`src/n2w_pkg.sv`:
```
`timescale 1ns / 1ps
// ----------------------------------------------------------------------------
// n2w_pkg: shared types and constants for the number to word token unit
// token codes, slot layout of one classified request, queue entry type
// ----------------------------------------------------------------------------
package n2w_pkg;

	localparam int VALUE_W    = 31;
	localparam int CODE_W     = 5;
	localparam int NUM_DIGITS = 10;
	localparam int BCD_W      = NUM_DIGITS * 4;
	localparam int NUM_SLOTS  = 16;
	localparam int SLOT_IDX_W = 4;

	// double dabble: 32 bits processed four per cycle
	localparam int DD_BITS      = 32;
	localparam int DD_PER_CYCLE = 4;
	localparam int DD_CYCLES    = DD_BITS / DD_PER_CYCLE;
	localparam int DD_CNT_W     = 3;

	// word token codes
	localparam logic [CODE_W-1:0] TOK_ZERO      = 5'd0;
	localparam logic [CODE_W-1:0] TOK_TEEN_BASE = 5'd10;
	localparam logic [CODE_W-1:0] TOK_TENS_BASE = 5'd18;
	localparam logic [CODE_W-1:0] TOK_HUNDRED   = 5'd28;
	localparam logic [CODE_W-1:0] TOK_THOUSAND  = 5'd29;
	localparam logic [CODE_W-1:0] TOK_MILLION   = 5'd30;
	localparam logic [CODE_W-1:0] TOK_BILLION   = 5'd31;

	// slot layout of one request, in reading order
	localparam int SLOT_BILLION   = 0;
	localparam int SLOT_MILLIONS  = 2;
	localparam int SLOT_THOUSANDS = 7;
	localparam int SLOT_UNITS     = 12;

	typedef struct packed {
		logic [NUM_SLOTS-1:0]             mask;
		logic [NUM_SLOTS-1:0][CODE_W-1:0] code;
	} n2w_entry_t;

endpackage

```
`src/number_to_word_tokens_unit.sv`:
```
`timescale 1ns / 1ps
// ----------------------------------------------------------------------------
// number_to_word_tokens_unit: english word tokens for a 31-bit integer
//
// a request on the value channel (value_valid, value_stall, value) carries one
// unsigned integer; the word channel (word_valid, word_stall, word_code, last)
// returns its english words in reading order, one token per transfer, with
// last set on the final token of each integer. zero gives the single token
// zero; any other value gives 1 to 16 tokens.
// on its way to the first token a value passes through double dabble (4 bits
// a cycle), classification into the queue, and the output register.
// the converter takes a new value once the previous one is converted and
// handed to the queue; the emitter sends one token a cycle while the word
// channel is not stalled, back to back across requests.
// a stalled word channel holds its token; the two-entry queue lets the
// converter keep working until it fills, then value_stall rises.
// reset clears the converter, queue and output valid; nothing else is held.
// ----------------------------------------------------------------------------
module number_to_word_tokens_unit import n2w_pkg::*; (
	input  logic               clk,
	input  logic               arst_n,
	input  logic               value_valid,
	output logic               value_stall,
	input  logic [VALUE_W-1:0] value,
	output logic               word_valid,
	input  logic               word_stall,
	output logic [CODE_W-1:0]  word_code,
	output logic               last
);

	// front to queue
	logic       push;
	n2w_entry_t push_entry;
	logic       q_full;

	// queue to back
	logic       head_valid;
	n2w_entry_t head_entry;
	logic       pop;

	// intake, binary to decimal conversion, slot classification
	n2w_front u_front (
		.clk         (clk),
		.arst_n      (arst_n),
		.value_valid (value_valid),
		.value_stall (value_stall),
		.value       (value),
		.push        (push),
		.push_entry  (push_entry),
		.q_full      (q_full)
	);

	// decouples conversion from token output
	n2w_queue u_queue (
		.clk        (clk),
		.arst_n     (arst_n),
		.push       (push),
		.push_entry (push_entry),
		.full       (q_full),
		.head_valid (head_valid),
		.head_entry (head_entry),
		.pop        (pop)
	);

	// one token per cycle, unless the word channel stalls, from the head request into the output register
	n2w_back u_back (
		.clk        (clk),
		.arst_n     (arst_n),
		.head_valid (head_valid),
		.head_entry (head_entry),
		.pop        (pop),
		.word_valid (word_valid),
		.word_stall (word_stall),
		.word_code  (word_code),
		.last       (last)
	);

endmodule

```
`src/n2w_front.sv`:
```
`timescale 1ns / 1ps
// ----------------------------------------------------------------------------
// n2w_front: request intake and classification
// binary to decimal conversion by double dabble, then slot mask and codes
// ----------------------------------------------------------------------------
module n2w_front import n2w_pkg::*; (
	input  logic               clk,
	input  logic               arst_n,
	input  logic               value_valid,
	output logic               value_stall,
	input  logic [VALUE_W-1:0] value,
	output logic               push,
	output n2w_entry_t         push_entry,
	input  logic               q_full
);

	typedef struct packed {
		logic [4:0]             mask;
		logic [4:0][CODE_W-1:0] code;
	} grp_t;

	logic                busy_q;
	logic                done_q;
	logic [DD_CNT_W-1:0] cnt_q;
	logic [DD_BITS-1:0]  bin_q;
	logic [BCD_W-1:0]    bcd_q;
	logic [BCD_W-1:0]    bcd_next;
	logic                accept;
	grp_t                grp_m;
	grp_t                grp_t_;
	grp_t                grp_u;

	function automatic logic [BCD_W-1:0] dd_adjust(input logic [BCD_W-1:0] d);
		logic [BCD_W-1:0] r;
		r = d;
		for (int i = 0; i < NUM_DIGITS; i++) begin
			if (r[i*4 +: 4] >= 4'd5)
				r[i*4 +: 4] = r[i*4 +: 4] + 4'd3;
		end
		return r;
	endfunction

	// words of one three-digit group: hundreds digit, hundred, tens or teen,
	// units, scale
	function automatic grp_t group_slots(input logic [3:0] h, input logic [3:0] t,
			input logic [3:0] u, input logic [CODE_W-1:0] scale);
		grp_t g;
		logic nz;
		nz = (h != 4'd0) || (t != 4'd0) || (u != 4'd0);
		g.code[0] = {1'b0, h};
		g.mask[0] = (h != 4'd0);
		g.code[1] = TOK_HUNDRED;
		g.mask[1] = (h != 4'd0);
		if (t == 4'd1) begin
			g.code[2] = TOK_TEEN_BASE + {1'b0, u};
			g.mask[2] = 1'b1;
		end else begin
			g.code[2] = TOK_TENS_BASE + {1'b0, t};
			g.mask[2] = (t != 4'd0);
		end
		g.code[3] = {1'b0, u};
		g.mask[3] = (t != 4'd1) && (u != 4'd0);
		g.code[4] = scale;
		g.mask[4] = nz;
		return g;
	endfunction

	assign value_stall = busy_q || (done_q && q_full);
	assign accept      = value_valid && !value_stall;
	assign push        = done_q && !q_full;

	// four dabble steps per cycle, msb first
	always_comb begin
		bcd_next = bcd_q;
		for (int j = 0; j < DD_PER_CYCLE; j++) begin
			bcd_next = dd_adjust(bcd_next);
			bcd_next = {bcd_next[BCD_W-2:0], bin_q[DD_BITS-1-j]};
		end
	end

	always_ff @(posedge clk or negedge arst_n) begin
		if (!arst_n) begin
			busy_q <= 1'b0;
			done_q <= 1'b0;
			cnt_q  <= '0;
		end else begin
			if (accept) begin
				busy_q <= 1'b1;
				done_q <= 1'b0;
				cnt_q  <= '0;
			end else if (busy_q) begin
				cnt_q <= cnt_q + 1'b1;
				if (cnt_q == DD_CNT_W'(DD_CYCLES - 1)) begin
					busy_q <= 1'b0;
					done_q <= 1'b1;
				end
			end else if (push) begin
				done_q <= 1'b0;
			end
		end
	end

	always_ff @(posedge clk) begin
		if (accept) begin
			bin_q <= {1'b0, value};
			bcd_q <= '0;
		end else if (busy_q) begin
			bin_q <= {bin_q[DD_BITS-DD_PER_CYCLE-1:0], {DD_PER_CYCLE{1'b0}}};
			bcd_q <= bcd_next;
		end
	end

	// classify the finished digits into word slots
	always_comb begin
		grp_m  = group_slots(bcd_q[35:32], bcd_q[31:28], bcd_q[27:24], TOK_MILLION);
		grp_t_ = group_slots(bcd_q[23:20], bcd_q[19:16], bcd_q[15:12], TOK_THOUSAND);
		grp_u  = group_slots(bcd_q[11:8], bcd_q[7:4], bcd_q[3:0], TOK_ZERO);

		push_entry = '0;
		push_entry.code[SLOT_BILLION]     = {1'b0, bcd_q[39:36]};
		push_entry.mask[SLOT_BILLION]     = (bcd_q[39:36] != 4'd0);
		push_entry.code[SLOT_BILLION + 1] = TOK_BILLION;
		push_entry.mask[SLOT_BILLION + 1] = (bcd_q[39:36] != 4'd0);
		for (int i = 0; i < 5; i++) begin
			push_entry.code[SLOT_MILLIONS + i]  = grp_m.code[i];
			push_entry.mask[SLOT_MILLIONS + i]  = grp_m.mask[i];
			push_entry.code[SLOT_THOUSANDS + i] = grp_t_.code[i];
			push_entry.mask[SLOT_THOUSANDS + i] = grp_t_.mask[i];
		end
		for (int i = 0; i < 4; i++) begin
			push_entry.code[SLOT_UNITS + i] = grp_u.code[i];
			push_entry.mask[SLOT_UNITS + i] = grp_u.mask[i];
		end
		// zero names itself
		if (bcd_q == '0) begin
			push_entry.code[0] = TOK_ZERO;
			push_entry.mask[0] = 1'b1;
		end
	end

endmodule

```
`src/n2w_queue.sv`:
```
`timescale 1ns / 1ps
// ----------------------------------------------------------------------------
// n2w_queue: two-entry queue between front and back
// holds classified requests so each side stalls on its own
// ----------------------------------------------------------------------------
module n2w_queue import n2w_pkg::*; (
	input  logic       clk,
	input  logic       arst_n,
	input  logic       push,
	input  n2w_entry_t push_entry,
	output logic       full,
	output logic       head_valid,
	output n2w_entry_t head_entry,
	input  logic       pop
);

	n2w_entry_t  entry_q [2];
	logic        wr_ptr_q;
	logic        rd_ptr_q;
	logic [1:0]  count_q;

	assign full       = (count_q == 2'd2);
	assign head_valid = (count_q != 2'd0);
	assign head_entry = entry_q[rd_ptr_q];

	always_ff @(posedge clk or negedge arst_n) begin
		if (!arst_n) begin
			wr_ptr_q <= 1'b0;
			rd_ptr_q <= 1'b0;
			count_q  <= 2'd0;
		end else begin
			if (push)
				wr_ptr_q <= ~wr_ptr_q;
			if (pop)
				rd_ptr_q <= ~rd_ptr_q;
			if (push && !pop)
				count_q <= count_q + 2'd1;
			else if (pop && !push)
				count_q <= count_q - 2'd1;
		end
	end

	always_ff @(posedge clk) begin
		if (push)
			entry_q[wr_ptr_q] <= push_entry;
	end

endmodule

```
`src/n2w_back.sv`:
```
`timescale 1ns / 1ps
// ----------------------------------------------------------------------------
// n2w_back: token emitter
// walks the set slots of the head request; when the word channel is not stalled, one token per cycle
// ----------------------------------------------------------------------------
module n2w_back import n2w_pkg::*; (
	input  logic              clk,
	input  logic              arst_n,
	input  logic              head_valid,
	input  n2w_entry_t        head_entry,
	output logic              pop,
	output logic              word_valid,
	input  logic              word_stall,
	output logic [CODE_W-1:0] word_code,
	output logic              last
);

	logic                  loaded_q;
	logic [NUM_SLOTS-1:0]  rem_q;
	logic                  word_valid_q;
	logic [CODE_W-1:0]     word_code_q;
	logic                  last_q;
	logic [NUM_SLOTS-1:0]  cur_mask;
	logic [NUM_SLOTS-1:0]  pick;
	logic [NUM_SLOTS-1:0]  rem_next;
	logic [SLOT_IDX_W-1:0] sel;
	logic                  adv;
	logic                  emit;

	assign adv      = !word_valid_q || !word_stall;
	assign emit     = head_valid && adv;
	assign cur_mask = loaded_q ? rem_q : head_entry.mask;
	assign pick     = cur_mask & (~cur_mask + 1'b1);
	assign rem_next = cur_mask & ~pick;
	assign pop      = emit && (rem_next == '0);

	always_comb begin
		sel = '0;
		for (int i = NUM_SLOTS - 1; i >= 0; i--) begin
			if (cur_mask[i])
				sel = SLOT_IDX_W'(i);
		end
	end

	always_ff @(posedge clk or negedge arst_n) begin
		if (!arst_n) begin
			loaded_q     <= 1'b0;
			word_valid_q <= 1'b0;
		end else begin
			if (adv)
				word_valid_q <= head_valid;
			if (emit)
				loaded_q <= (rem_next != '0);
		end
	end

	always_ff @(posedge clk) begin
		if (emit) begin
			rem_q       <= rem_next;
			word_code_q <= head_entry.code[sel];
			last_q      <= (rem_next == '0);
		end
	end

	assign word_valid = word_valid_q;
	assign word_code  = word_code_q;
	assign last       = last_q;

endmodule

```
`config.mk`:
```
export PLATFORM = sky130hd
export DESIGN_NAME = number_to_word_tokens_unit
export DESIGN_NICKNAME = d
export VERILOG_FILES = /design/src/n2w_pkg.sv /design/src/number_to_word_tokens_unit.sv /design/src/n2w_front.sv /design/src/n2w_queue.sv /design/src/n2w_back.sv
export SDC_FILE = /design/constraint.sdc
export NUM_CORES = 1
export LEC_CHECK = 0
export ABC_CLOCK_PERIOD_IN_PS = 5800
export BUFFER_PORTS_ARGS = -buffer_cell sky130_fd_sc_hd__buf_4
export CAP_MARGIN = 20
export CORE_ASPECT_RATIO = 1.5
export CORE_MARGIN = 3
export CORE_UTILIZATION = 55
export DETAILED_ROUTE_END_ITERATION = 8
export PLACE_DENSITY_LB_ADDON = 0.25
export SLEW_MARGIN = 15
export SYNTH_ARGS = -nofsm -noshare
export SYNTH_HDL_FRONTEND = slang
export SYNTH_SLANG_ARGS = --single-unit
```
`constraint.sdc`:
```
create_clock -name clk -period 5.8 [get_ports clk]
set_clock_uncertainty 0.2 [all_clocks]
set_input_delay 0.58 -clock clk [delete_from_list [all_inputs] [get_ports clk]]
set_output_delay 0.58 -clock clk [all_outputs]
set_load 0.05 [all_outputs]
```
==> impl.org <==
** Detailed routing
- Post-DRT Antenna Nets :: 0
- After detailed routing, the average wire length per cell comes to ~17 um.
- Number of optimization iterations in the first detailed-route pass :: 5
- Vias per inst :: about 6.2
- Detailed router's first-iteration violation count :: 902
- After detailed routing, the total wire length is around 33 mm.
- Summing over every cut layer, the via total after detailed routing is ~12,000.
- After detailed routing, the number of remaining DRC violations is 0.

** Timing
- After routing, the total negative slack on setup checks comes to 0 ps.
- Final clock period utilization by the worst path :: 86.43%
- In this run the tightest slew margin relative to its limit is about a third.
- Setup ws final :: 787.2 ps
- Final setup violation count :: 0
- Final worst hold slack :: 88.90 ps
- After layout, the minimum clock period comes to 5013 ps.
- The hold violation count in the final report came to 0.
- Final slew viol count :: 0
- At the pin with the least slew margin, the transition time is 1024 ps.
- RSZ-0062 raised after global routing :: false
- Derived from the worst setup path, the maximum achievable clock frequency is 199.5 MHz.

** Critical path
- Worst r2r path cells :: 20
- For this run, the slowest stage of the critical path takes 400 ps.
- Walking the worst path, the cells encountered are inv_1 -> ha_1 -> nor2b_1 -> o21ai_1 -> or2_2 -> ha_1 -> inv_1 -> o21ai_0 -> a211oi_1 -> nor2_1 -> inv_1 -> ha_1 -> a2111oi_0 -> a311o_1 -> a22oi_1 -> inv_1 -> ha_1 -> or2_2 -> o2111a_1 -> a211oi_1.
- Of all nets on the critical path, the largest fanout is 8.
- The worst setup path is of the reg2reg kind.
- The worst register-to-register path has a setup slack of 790 ps.
- Counting both buffers and inverters, the worst setup path holds a total of 4.
- Cell type group with the largest total delay on the critical path :: compound AO/OA/AOI/OAI gates
- The worst register-to-register path begins at u_front.bcd_q[28].
- Required time of the critical path :: slightly below 6000 ps
- Critical R2R Capture :: u_front.bcd_q[32]
- STA classifies the critical path startpoint as a register.
- The slowest stage of the critical path is the sky130_fd_sc_hd__a22oi_1 cell.
- At the worst endpoint, the arrival time is between 5000 and 6000 ps.
- The worst setup path is captured at a register.

** Cells and area
- Cells with a size suffix above 1 make up 13.48% of the layout.
- The area growth from synthesis to layout is 9.855%.
- Leaving out fill and tap cells, the most frequent cell in the layout is sky130_fd_sc_hd__nand2_1.
- The finished layout holds 1,891 standard cells, fillers aside.
- Antenna cell count :: 0
- Layout Nets :: 1,654
- The library cells used most frequently in the layout, excluding fill and tap cells, are 192 x sky130_fd_sc_hd__nand2_1, 164 x sky130_fd_sc_hd__edfxtp_1, 96 x sky130_fd_sc_hd__a21oi_1, 79 x sky130_fd_sc_hd__inv_1, 79 x sky130_fd_sc_hd__o21ai_0.
- Number of filler instances in the final layout :: 2,113

** Worst hold path
- Min-delay worst type :: in2reg
- The worst hold path begins at word_stall.
- For hold timing, the worst endpoint is u_back.word_valid.
- Cells on Worst Hold Path :: 3

** Logic synthesis
- Summing the areas of all and, or, nand and nor instances in the mapped netlist gives 17.21% of the synthesized area.
- Count of flip-flops with a built-in enable after synthesis :: 164
- Share of synthesized area spent on multiplexers :: between 7 and 8%
- Each instance of the synthesized netlist takes up on average 9.678 um2.
- The synthesized netlist devotes around 22% of its cell area to compound gates.
- Synthesis produced a netlist with a net count of around 1,600.
- Number of cells produced by synthesis :: 1,515
- Part of the Yosys area used for sequential elements :: between 40% and 50%
- After synthesis, the largest family of logic cells by area is compound AO/OA/AOI/OAI gates.
- Post-Synth Adder-Cell Area :: 6.707%
- Area share of the largest cell type after synthesis :: 33.59%
- Synth unique cells :: 110
- The biggest area contributor in the post-synthesis netlist is sky130_fd_sc_hd__edfxtp_1.
- The synthesized netlist devotes 1.553% of its cell area to XOR and XNOR gates.
- In the synthesized netlist the dominant register cell turns out to be sky130_fd_sc_hd__edfxtp_1.
- Largest cells by area after synthesis :: sky130_fd_sc_hd__edfxtp_1 34%, sky130_fd_sc_hd__ha_1 6.6%, sky130_fd_sc_hd__dfxtp_1 5.6%
- In this run, synthesis produced a sequential element count of 216.
- For this run, asynchronously set or reset flops after synthesis account for 5.093%.
- The cell area that synthesis handed to floorplanning was between 10,000 and 15,000 um2.
- For this run, the number of Yosys warnings is 0.

** Die
- Row generation in the floorplan step produced 72 rows.
- Die Width :: 139.3 um
- The die covers 28,700 um2.
- In this run the count of I/O pins placed on the die edge is 43.
- The region available for standard cell placement spans between 20,000 and 30,000 um2.
- Die Y-Extent :: 206.0 um
- Initial standard-cell utilization of the core :: a little under three fifths

** Clocking
- For this design, the sink count on the clock tree is 216.
- Clk_lat worst skew :: around 500 ps
- Post-CTS repair changed the size of 0 cells.
- Deepest clock path buffer count :: 3
- TritonCTS built the clock tree.
- Clock root cell :: sky130_fd_sc_hd__clkbuf_16
- Clock buffer count from CTS :: 22
- CTS built an H-tree with a depth of 1.
- Clock-pin slew was measured on the worst setup and hold paths at 70 ps.

** Global routing
- The via count of the first global-routing pass is between 10,000 and 15,000.
- The total overflow left after global routing is 0.
- The first global-routing pass estimated 54.21 mm of wire.
- Entering global routing, the biggest net connects 57 pins.
- The initial antenna violation count is 0.
- In the global route stage, overall resource usage came out at 22.24%.

** Placement
- Placer's final routability congestion estimate :: 0.8875
- DPL Wire Length :: ~24 mm
- Placement-stage worst setup slack :: 816.5 ps
- Number of cells after detailed placement :: 1,850
- The count of buffers added on input and output ports is 42.

** Run status
- The run finished with clean final reports.

** Flow run
- Across the run, the number of max-cap violations was 0.
## sequential cells by signal (all words and copies together), names as in the netlist
signal,cells
u_back.last,1
u_back.loaded_q,1
u_back.rem_q,15
u_back.word_code,5
u_back.word_valid,1
u_front.bcd_q,40
u_front.bin_q,32
u_front.busy_q,1
u_front.cnt_q,3
u_front.done_q,1
u_queue.count_q,2
u_queue.entry_q,112
u_queue.rd_ptr_q,1
u_queue.wr_ptr_q,1
## worst min-delay path, cell delays in order
cell                      delay (ps)
sky130_fd_sc_hd__buf_4            90
sky130_fd_sc_hd__nand2_1          40
sky130_fd_sc_hd__nand2_1          50
## Yosys cell counts (all sizes together), types with 9 or more instances
library cell,n
nand2,192
edfxtp,164
a21oi,101
o21ai,98
inv,85
ha,77
nor2,76
mux2i,54
dfxtp,41
a211oi,35
mux2,35
nor3,32
nand3,31
clkbuf,29
nand2b,27
and2,26
buf,25
xnor2,23
o21a,20
nor3b,19
o22ai,18
or2,18
and3,15
a31oi,14
a21o,12
nand4,12
o211ai,12
o21bai,12
a221o,11
a22o,11
dfrtp,11
nor2b,11
o311ai,11
a221oi,10
o31ai,10
a22oi,9
nand3b,9
or3,9
## metrics by stage
| stage | utilization (%) | area [um2] |
|---|---|---|
| after global routing | 61.87 | 16110 |
| final | 61.87 | 16110 |
| after detailed placement | 58.73 | 15290 |
| after global placement | 58.63 | 15260 |
| after floorplan | - | 14660 |
| after CTS | 61.87 | 16110 |
## kinds of logic after synthesis
family / Yosys count
adder cells (fa/ha/maj): 79
flip-flops: 216
AO/OA/AOI/OAI: 455
AND/OR/NAND/NOR: 503
multiplexers: 95
buffers and inverters: 141
XOR/XNOR: 26
## how the worst max path moves through the flow
stage	start	to	cells after the start
6_report	u_front.bcd_q[28]	u_front.bcd_q[32]	20
3_3_place_gp	u_front.bcd_q[25]	u_front.bcd_q[32]	21
5_1_grt	u_front.bcd_q[25]	u_front.bcd_q[32]	21
4_1_cts	u_front.bcd_q[28]	u_front.bcd_q[32]	20
3_5_place_dp	u_front.bcd_q[28]	u_front.bcd_q[32]	20
2_1_floorplan	u_front.bcd_q[16]	u_front.bcd_q[22]	21
## what timing repair did
| item | in CTS | in global routing |
|---|---|---|
| hold buffers | 1 | 0 |
| buffers inserted | 0 | 0 |
| endpoints found under the hold margin | 11 | 0 |
## area by class of cell
| class | instances | area [um2] | share of cell area, % |
|---|---|---|---|
| clock buffer | 29 | 638.1 | 3.961 |
| clock inverter | 11 | 168.9 | 1.049 |
| inverter | 87 | 327.8 | 2.035 |
| multi-input combinational | 1158 | 8084 | 50.19 |
| sequential | 216 | 6022 | 37.39 |
| tap | 333 | 416.7 | 2.587 |
| timing repair buffer | 57 | 450.4 | 2.796 |
## metal layers
| metal | GRT usage, % | share of wire [%] | vias up |
|---|---|---|---|
| met2 | 40.46 | 51 | 211 |
| met3 | 2.130 | 3.3 | 57 |
| met1 | 27.91 | 43 | 5647 |
| met4 | 6.993 | 2.3 | 0 |
| li1 | - | - | 5758 |
| met5 | 0 | 0 | - |
Power is not shown: default switching activity piles up to over one toggle a cycle in this logic, so the estimate is an artifact.
